===== src/hdl/tceq_pkg.sv =====
// Shared types and constants for the touch event coalescing queue.
`timescale 1ns / 1ps

package tceq_pkg;

  // Touch action codes, as carried on both streams
  localparam logic [1:0] ActDown   = 2'd0;
  localparam logic [1:0] ActUp     = 2'd1;
  localparam logic [1:0] ActMove   = 2'd2;
  localparam logic [1:0] ActCancel = 2'd3;

  // Stream operation codes
  localparam logic OpPush = 1'b0;
  localparam logic OpPop  = 1'b1;

  // Configuration register indexes
  localparam logic [1:0] RegPanLeft      = 2'd0;
  localparam logic [1:0] RegPanWidth     = 2'd1;
  localparam logic [1:0] RegPanelTop     = 2'd2;
  localparam logic [1:0] RegScreenHeight = 2'd3;

  localparam int unsigned CfgW    = 12;
  localparam int unsigned CfgIdxW = 2;
  localparam int unsigned IdW     = 8;
  localparam int unsigned ActW    = 2;
  localparam int unsigned XW      = 12;
  localparam int unsigned YW      = 13;
  localparam int unsigned ScrW    = 17;

  localparam int unsigned InDataW  = 40;
  localparam int unsigned OutDataW = 48;

  // Shared multiplier operand and product widths
  localparam int unsigned MulW  = 19;
  localparam int unsigned ProdW = 2 * MulW;

  // ceil(2^20 / 3): floor(q * Recip3 / 2^20) equals floor(q / 3) for q below 2^19
  localparam int unsigned Recip3Shift = 20;
  localparam logic [MulW-1:0] Recip3 = 19'd349526;

  localparam logic [ScrW-1:0] ScreenMax = 17'd131071;

  typedef struct packed {
    logic [YW-1:0]   y;
    logic [XW-1:0]   x;
    logic [ActW-1:0] action;
    logic [IdW-1:0]  id;
  } entry_t;

  typedef enum logic [2:0] {
    StIdle,
    StPush,
    StRead,
    StMulX,
    StMulY,
    StDiv,
    StFin
  } state_e;

endpackage


===== src/hdl/tceq_ram.sv =====
// Generic single write port, single read port RAM with registered read data.
`timescale 1ns / 1ps

module tceq_ram #(
  parameter int unsigned WIDTH = 35,
  parameter int unsigned DEPTH = 64
) (
  input  logic                     clk_i,
  input  logic                     we_i,
  input  logic [$clog2(DEPTH)-1:0] waddr_i,
  input  logic [WIDTH-1:0]         wdata_i,
  input  logic                     re_i,
  input  logic [$clog2(DEPTH)-1:0] raddr_i,
  output logic [WIDTH-1:0]         rdata_o
);

  logic [WIDTH-1:0] mem [DEPTH];
  logic [WIDTH-1:0] rdata_q;

  always_ff @(posedge clk_i) begin
    if (we_i) begin
      mem[waddr_i] <= wdata_i;
    end
    if (re_i) begin
      rdata_q <= mem[raddr_i];
    end
  end

  assign rdata_o = rdata_q;

endmodule


===== src/hdl/touch_event_coalescing_queue.sv =====
// Top level of the touch event coalescing queue: sequencer, pointers and mapping datapath.
`timescale 1ns / 1ps
// Usage:
// - Slave stream carries one request per transfer: tuser selects push (0) or pop (1),
//   tdata carries the pushed event. Pushes give no result; every pop gives exactly one
//   result transfer on the master stream.
// - A push is accepted, then the memory write and pointer update follow in StPush.
// - A pop runs from accept to the result register through a memory read of the head,
//   then three passes through the one shared 19x19 multiplier (x times width, y times
//   span, divide by three by reciprocal), then the final add and saturate.
//   A pop of an empty queue skips straight to the result with pending low.
// - One request is in flight at a time; tready is high only while the sequencer idles.
// - The result sits in an output register. While the receiver stalls, further pushes are
//   still taken; a pop holds in its last step until the output register frees up.
// - Configuration is a plain write port; the user must write it only while the block is idle (not enforced).
// - Reset empties the queue and loads the default pan rectangle. The event memory is not
//   cleared: only entries already written are ever read.

module touch_event_coalescing_queue
  import tceq_pkg::*;
#(
  parameter int unsigned QUEUE_DEPTH = 64
) (
  input  logic                clk_i,
  input  logic                rst_ni,
  // Slave stream
  input  logic                s_axis_tvalid,
  output logic                s_axis_tready,
  input  logic [InDataW-1:0]  s_axis_tdata,  // pointer_id, touch_action, pos_x, pos_y, zero pad
  input  logic                s_axis_tuser,  // op
  // Master stream
  output logic                m_axis_tvalid,
  input  logic                m_axis_tready,
  output logic [OutDataW-1:0] m_axis_tdata,  // out_id, out_action, screen_x, screen_y, zero pad
  output logic                m_axis_tuser,  // pending
  // Configuration write port
  input  logic                cfg_we_i,
  input  logic [CfgIdxW-1:0]  cfg_index_i,
  input  logic [CfgW-1:0]     cfg_data_i
);

  localparam int unsigned IdxW = $clog2(QUEUE_DEPTH);
  localparam int unsigned CntW = $clog2(QUEUE_DEPTH + 1);
  localparam int unsigned SumW = CntW + 1;
  localparam logic [CntW-1:0] DepthCnt = CntW'(QUEUE_DEPTH);
  localparam logic [SumW-1:0] DepthSum = SumW'(QUEUE_DEPTH);
  localparam logic [IdxW-1:0] LastIdx  = IdxW'(QUEUE_DEPTH - 1);

  state_e state_q, state_d;

  // Configuration registers
  logic [CfgW-1:0] pan_left_q, pan_width_q, panel_top_q, screen_height_q;

  // Queue pointers
  logic [IdxW-1:0] head_q, head_d;
  logic [CntW-1:0] count_q, count_d;
  logic [IdW-1:0]  tail_id_q, tail_id_d;
  logic [ActW-1:0] tail_act_q, tail_act_d;

  // Captured request
  logic   op_q;
  entry_t req_q;
  logic   pend_q;

  // Shared multiplier
  logic [MulW-1:0]  mul_a, mul_b;
  logic [ProdW-1:0] prod_q, prod_d;
  logic             prod_en;

  // Mapped coordinates
  logic [ScrW-1:0] sx_q, sx_d;
  logic [ScrW:0]   sy_sum;
  logic [ScrW-1:0] sy_sat;
  logic [CfgW-1:0] span;

  // Memory ports
  logic            ram_we, ram_re;
  logic [IdxW-1:0] ram_waddr;
  entry_t          ram_wdata, ram_rdata;

  // Output register
  logic                out_valid_q, out_valid_d;
  logic                out_pend_q;
  logic [OutDataW-1:0] out_data_q;
  logic                out_load;

  // Ring arithmetic
  logic [SumW-1:0] slot_sum;
  logic [IdxW-1:0] slot_idx, tail_idx, head_inc;
  logic            accept, is_coalesce;

  assign accept = s_axis_tvalid && s_axis_tready;

  assign slot_sum = SumW'(head_q) + SumW'(count_q);
  assign slot_idx = (slot_sum >= DepthSum) ? IdxW'(slot_sum - DepthSum) : IdxW'(slot_sum);
  assign tail_idx = (slot_idx == '0) ? LastIdx : slot_idx - 1'b1;
  assign head_inc = (head_q == LastIdx) ? '0 : head_q + 1'b1;

  assign is_coalesce = (req_q.action == ActMove) && (count_q != '0) &&
                       (tail_act_q == ActMove) && (tail_id_q == req_q.id);

  assign span = (screen_height_q > panel_top_q) ? screen_height_q - panel_top_q : '0;

  // Next state
  always_comb begin
    state_d = state_q;
    case (state_q)
      StIdle: begin
        if (accept) begin
          if (s_axis_tuser == OpPush) begin
            state_d = StPush;
          end else if (count_q == '0) begin
            state_d = StFin;
          end else begin
            state_d = StRead;
          end
        end
      end
      StPush:  state_d = StIdle;
      StRead:  state_d = StMulX;
      StMulX:  state_d = StMulY;
      StMulY:  state_d = StDiv;
      StDiv:   state_d = StFin;
      StFin: begin
        if (!out_valid_q || m_axis_tready) begin
          state_d = StIdle;
        end
      end
      default: state_d = StIdle;
    endcase
  end

  // Sequencer outputs: memory access, pointer update, multiplier operand selection
  always_comb begin
    head_d     = head_q;
    count_d    = count_q;
    tail_id_d  = tail_id_q;
    tail_act_d = tail_act_q;
    ram_we     = 1'b0;
    ram_waddr  = slot_idx;
    ram_wdata  = req_q;
    ram_re     = 1'b0;
    mul_a      = '0;
    mul_b      = '0;
    prod_en    = 1'b0;
    sx_d       = sx_q;
    out_load   = 1'b0;
    case (state_q)
      StPush: begin
        ram_we = 1'b1;
        if (op_q == OpPush && req_q.action != ActCancel && is_coalesce) begin
          // Overwrite the tail move with the new position
          ram_waddr = tail_idx;
        end else if (req_q.action != ActCancel && count_q < DepthCnt) begin
          ram_waddr  = slot_idx;
          count_d    = count_q + 1'b1;
          tail_id_d  = req_q.id;
          tail_act_d = req_q.action;
        end else begin
          // Cancel, or push into a full queue: collapse to a single cancel entry
          ram_waddr        = '0;
          ram_wdata.id     = req_q.id;
          ram_wdata.action = ActCancel;
          ram_wdata.x      = '0;
          ram_wdata.y      = '0;
          head_d           = '0;
          count_d          = CntW'(1);
          tail_id_d        = req_q.id;
          tail_act_d       = ActCancel;
        end
      end
      StRead: begin
        ram_re  = 1'b1;
        head_d  = head_inc;
        count_d = count_q - 1'b1;
      end
      StMulX: begin
        mul_a   = MulW'(ram_rdata.x);
        mul_b   = MulW'(pan_width_q);
        prod_en = 1'b1;
      end
      StMulY: begin
        sx_d    = ScrW'({pan_left_q, 4'b0000}) + ScrW'(prod_q[XW+CfgW-1:8]);
        mul_a   = MulW'(ram_rdata.y);
        mul_b   = MulW'(span);
        prod_en = 1'b1;
      end
      StDiv: begin
        // Divide by 64 as a shift, then by 3 through the reciprocal
        mul_a   = prod_q[YW+CfgW-1:6];
        mul_b   = Recip3;
        prod_en = 1'b1;
      end
      StFin: begin
        out_load = !out_valid_q || m_axis_tready;
      end
      default: begin
      end
    endcase
  end

  assign prod_d = ProdW'(mul_a) * ProdW'(mul_b);

  assign sy_sum = (ScrW + 1)'({panel_top_q, 4'b0000}) +
                  (ScrW + 1)'(prod_q[ProdW-1:Recip3Shift]);
  assign sy_sat = sy_sum[ScrW] ? ScreenMax : sy_sum[ScrW-1:0];

  always_comb begin
    out_valid_d = out_valid_q;
    if (out_load) begin
      out_valid_d = 1'b1;
    end else if (m_axis_tready) begin
      out_valid_d = 1'b0;
    end
  end

  tceq_ram #(
    .WIDTH ($bits(entry_t)),
    .DEPTH (QUEUE_DEPTH)
  ) u_store (
    .clk_i   (clk_i),
    .we_i    (ram_we),
    .waddr_i (ram_waddr),
    .wdata_i (ram_wdata),
    .re_i    (ram_re),
    .raddr_i (head_q),
    .rdata_o (ram_rdata)
  );

  // Control state
  always_ff @(posedge clk_i or negedge rst_ni) begin
    if (!rst_ni) begin
      state_q         <= StIdle;
      head_q          <= '0;
      count_q         <= '0;
      tail_id_q       <= '0;
      tail_act_q      <= ActDown;
      out_valid_q     <= 1'b0;
      pan_left_q      <= 12'd0;
      pan_width_q     <= 12'd256;
      panel_top_q     <= 12'd192;
      screen_height_q <= 12'd384;
    end else begin
      state_q     <= state_d;
      head_q      <= head_d;
      count_q     <= count_d;
      tail_id_q   <= tail_id_d;
      tail_act_q  <= tail_act_d;
      out_valid_q <= out_valid_d;
      if (cfg_we_i) begin
        case (cfg_index_i)
          RegPanLeft:      pan_left_q      <= cfg_data_i;
          RegPanWidth:     pan_width_q     <= cfg_data_i;
          RegPanelTop:     panel_top_q     <= cfg_data_i;
          RegScreenHeight: screen_height_q <= cfg_data_i;
          default: begin
          end
        endcase
      end
    end
  end

  // Payload registers
  always_ff @(posedge clk_i) begin
    if (accept) begin
      op_q   <= s_axis_tuser;
      req_q  <= entry_t'(s_axis_tdata[$bits(entry_t)-1:0]);
      pend_q <= (count_q != '0);
    end
    if (prod_en) begin
      prod_q <= prod_d;
    end
    sx_q <= sx_d;
    if (out_load) begin
      out_pend_q <= pend_q;
      if (pend_q) begin
        out_data_q <= {4'b0000, sy_sat, sx_q, ram_rdata.action, ram_rdata.id};
      end else begin
        out_data_q <= '0;
      end
    end
  end

  assign s_axis_tready = (state_q == StIdle);
  assign m_axis_tvalid = out_valid_q;
  assign m_axis_tdata  = out_data_q;
  assign m_axis_tuser  = out_pend_q;

endmodule


===== config.mk =====
export PLATFORM = sky130hd
export DESIGN_NAME = touch_event_coalescing_queue
export DESIGN_NICKNAME = d
export VERILOG_FILES = /design/src/hdl/tceq_pkg.sv /design/src/hdl/tceq_ram.sv /design/src/hdl/touch_event_coalescing_queue.sv
export SDC_FILE = /design/constraint.sdc
export NUM_CORES = 2
export LEC_CHECK = 0
export ABC_AREA = 1
export BUFFER_PORTS_ARGS = -buffer_cell sky130_fd_sc_hd__buf_2
export CAP_MARGIN = 0
export CORE_MARGIN = 3
export CORE_UTILIZATION = 49
export CTS_CLUSTER_DIAMETER = 50
export CTS_CLUSTER_SIZE = 14
export DETAILED_ROUTE_END_ITERATION = 6
export PLACE_DENSITY = 0.67
export SYNTH_ARGS = -nofsm -noshare
export SYNTH_HDL_FRONTEND = slang
export SYNTH_SLANG_ARGS = --single-unit

===== constraint.sdc =====
create_clock -name clk_i -period 6.8 [get_ports clk_i]
set_clock_uncertainty 0.05 [all_clocks]
set_input_delay 0.68 -clock clk_i [delete_from_list [all_inputs] [get_ports clk_i]]
set_output_delay 0.68 -clock clk_i [all_outputs]
set_load 0.005 [all_outputs]

==> impl_metrics.yaml <==
setup_path:
  startpoint_type: "flip-flop"
  startpoint: "panel_top_q[6]$_DFFE_PN1P_"
  crit_path_max_incr_delay_ns: 0.53
  r2r_slack_ns: -0.21
  rr_worst_depth: 40
  cp_data_arrival_time_ns: 7.55
  worstSetupEndpointType: "flip-flop"
  crit_fanout: 7
  critPathRequiredTime_ns: 7.34
  r2r-end: "prod_q[27]$_DFFE_PP_"
  crit_type: "flip-flop to flip-flop"
  crit_slowest_cell: "dfstp_2"
  crit_end: "prod_q[27]$_DFFE_PP_"
  r2r_start: "panel_top_q[6]$_DFFE_PN1P_"
layout:
  nFillCells: 17800
  drive_gt1_share_pct: 14.2
  mostFrequentLayoutCells: "2406 x edfxtp_1, 1384 x nor2_1, 1312 x o21ai_0, 567 x inv_1, 441 x nand2_1"
  multi_input_area_um2: 31800
  syn2layout_area_growth_pct: 14.0
  fin_nets: 9536
  seqCellArea_um2: 74100
  layout_commonest_cell: "edfxtp_1"
sta:
  max_freq_mhz: 143
  setup_ws_ns: -0.212
  drv_slew: 0
  relSlewSlack_pct: 11.0
  hold_viol_final: 0
  finalCriticalPeriod_ns: 7.01
  tns_ns: -2.62
  period_share_pct: 103
  worstMarginPinSlew_ns: 1.34
  setup_violations: 24
  rsz0062_at_grt: "yes"
logic_synthesis:
  synth_fa_ha_area_share_pct: 6.56
  synth_xor_area_share_pct: 0.546
  synth_cell_type_count: 68
  synth_ff_type: "edfxtp_1"
  synth_top_family_by_area: "compound AO/OA/AOI/OAI gates"
  synth-warning-count: 0
  synth_edf_count: 2406
  muxShareOfSynthArea_pct: 0
  synthArstFlopShare_pct: 3.02
  synthCells: 8691
  synth.top_cells.by_area: "edfxtp_1 66%, o21ai_0 6.1%, nor2_1 5.1%"
  synth_top_area_share_pct: 66.4
  netlist_area_um2: 109000
  synth-simple-area-share_pct: 8.14
  ys_seq_elements: 2481
  synth.avg_cell_area_um2: 12.5
  synth_area_leader_cell: "edfxtp_1"
  yosysSeqAreaShare_pct: 68.1
  synth-compound-area-share_pct: 12.4
route:
  drt_pass1_iterations: 6
  dr.first_iter.drc_count: 9610
  drtAntennaViolNets: 0
  wl_per_cell_um: 26.4
  route.detailed.drc: 0
  via_count: 73500
  drt-total-wl_mm: 321
  via_per_inst: 6.05
run:
  cap_violations: 0
global_route:
  grt_usage_pct: 27.5
  grt_max_degree: 228
  grt_pass1_wl_mm: 468
  grt_antenna_before_repair: 29
  gr-total-overflow: 0
  grt_pass1_vias: 71800
clock_tree:
  cts-htree-levels: 4
  path_clk_slew_ns: 0.06
  root_buffer: "clkbuf_16"
  cts_inserted_buffers: 227
  clk_latency_ns: 0.88
  cts_tree: "built"
  cts.path.max_buffers: 3
  clkSinkCount: 2481
min_path:
  hp-class: "input port to flip-flop"
  hold_start: "cfg_data_i[8]"
placement:
  port_buffers: 101
  place_ws_ns: -0.723
  hpwl_mm: 189
  gp_congestion: 0.915
power:
  peakVddDrop_mv: 0.439
  p_per_area_nw_per_um2: 409
  power_leakage_nw: 43.6
die:
  rows: 172
  initial_core_util_pct: 49.4
  io_pins: 111
  placeableCoreArea_um2: 220000
  fp.dieH_um: 477
  die_w_um: 477
  dieArea_um2: 228000
run_status:
  status: "finished with violations"
  violations: "negative setup slack"
-- Yosys cell counts (20+ instances only) --
master    number
o221ai_1     258
xor2_1        51
o22ai_1      333
fa_1         235
nand2_1      483
nor2_1      1479
or3_1         20
edfxtp_1    2406
o21ai_0     1334
a21oi_1      187
nand3_1      136
ha_1         195
buf_1         21
dfrtp_1       70
o211ai_1     107
buf_2         91
inv_1        644
clkbuf_1     403
nor3_1        24
-- through the flow --
step	hold slack (ns)	area, um2	cells	total power [mW]	utilization (%)
6_report	0.109	124000	12100	50.8	56.3
5_1_grt	0.0823	124000	12100	53.1	56.3
4_1_cts	0.0383	124000	12100	50.3	56.1
3_5_place_dp	0.425	115000	11700	37.1	52.3
3_3_place_gp	0.422	115000	11700	36.8	52.3
2_1_floorplan	0.334	109000	8729	29.7	-
-- area by class of cell --
cell class	count	share of cell area, %
Sequential cell	2481	59.8
Multi-Input combinational cell	5065	25.7
Clock buffer	266	4.80
Timing Repair Buffer	608	3.81
Tap cell	2958	2.98
Inverter	663	2.05
Clock inverter	95	0.926
Antenna cell	8	0.0161
-- state kept, by name, indices dropped and copies added (netlist names), 12 cells and up --
signal / count
u_store.mem: 2240
m_axis_tdata: 44
req_q: 35
u_store.rdata_o: 35
prod_q: 32
sx_q: 17
pan_left_q: 12
pan_width_q: 12
panel_top_q: 12
screen_height_q: 12
-- metal layers --
layer / vias up / track usage (%) / share of wire, %
li1: 32100 / - / -
met1: 36800 / 36.7 / 38
met2: 3913 / 44.7 / 47
met3: 678 / 4.75 / 9.4
met4: 14 / 12.0 / 4.7
met5: - / 0 / 0.028
-- timing repair --
action / CTS / global route
pin swaps: 69 / 30
setup endpoints to repair: 28 / 30
resized for setup: 187 / 131
hold buffers: 36 / 0
buffers inserted: 15 / 15
endpoints found under the hold margin: 62 / 0
-- where the power goes --
part	internal, mW	switching, mW	total (mW)
Combinational	6.11	12.9	19.0
Sequential	18.8	0.464	19.3
Clock	6.70	5.70	12.4
-- logic make-up after synthesis --
family	count (synthesis)
buffers and inverters	1183
xor gates and xnor gates	67
other	2
and+or+nand+nor	2216
DFF	2481
adders and majority gates	430
AOI/OAI and AO/OA	2312
-- critical path, delay by kind of cell, from the launching register on --
family,cells,cell delay (ns)
flip-flops,1,0.53
AO/OA/AOI/OAI,2,0.21
buffers and inverters,15,1.40
adder cells (fa/ha/maj),8,3.26
AND/OR/NAND/NOR,15,1.27
-- worst min path at each step --
stage                                           to  slack (ns)  cells past startpoint
floorplan                   count_q[0]$_DFFE_PN0P_        0.33                      0
global placement    screen_height_q[9]$_DFFE_PN0P_        0.42                      2
detailed placement  screen_height_q[0]$_DFFE_PN0P_        0.42                      2
CTS                 screen_height_q[8]$_DFFE_PN1P_        0.04                      3
global route                    req_q[9]$_DFFE_PP_        0.08                      1
finish              screen_height_q[8]$_DFFE_PN1P_        0.11                      3
(Power assumes the default switching activity.)
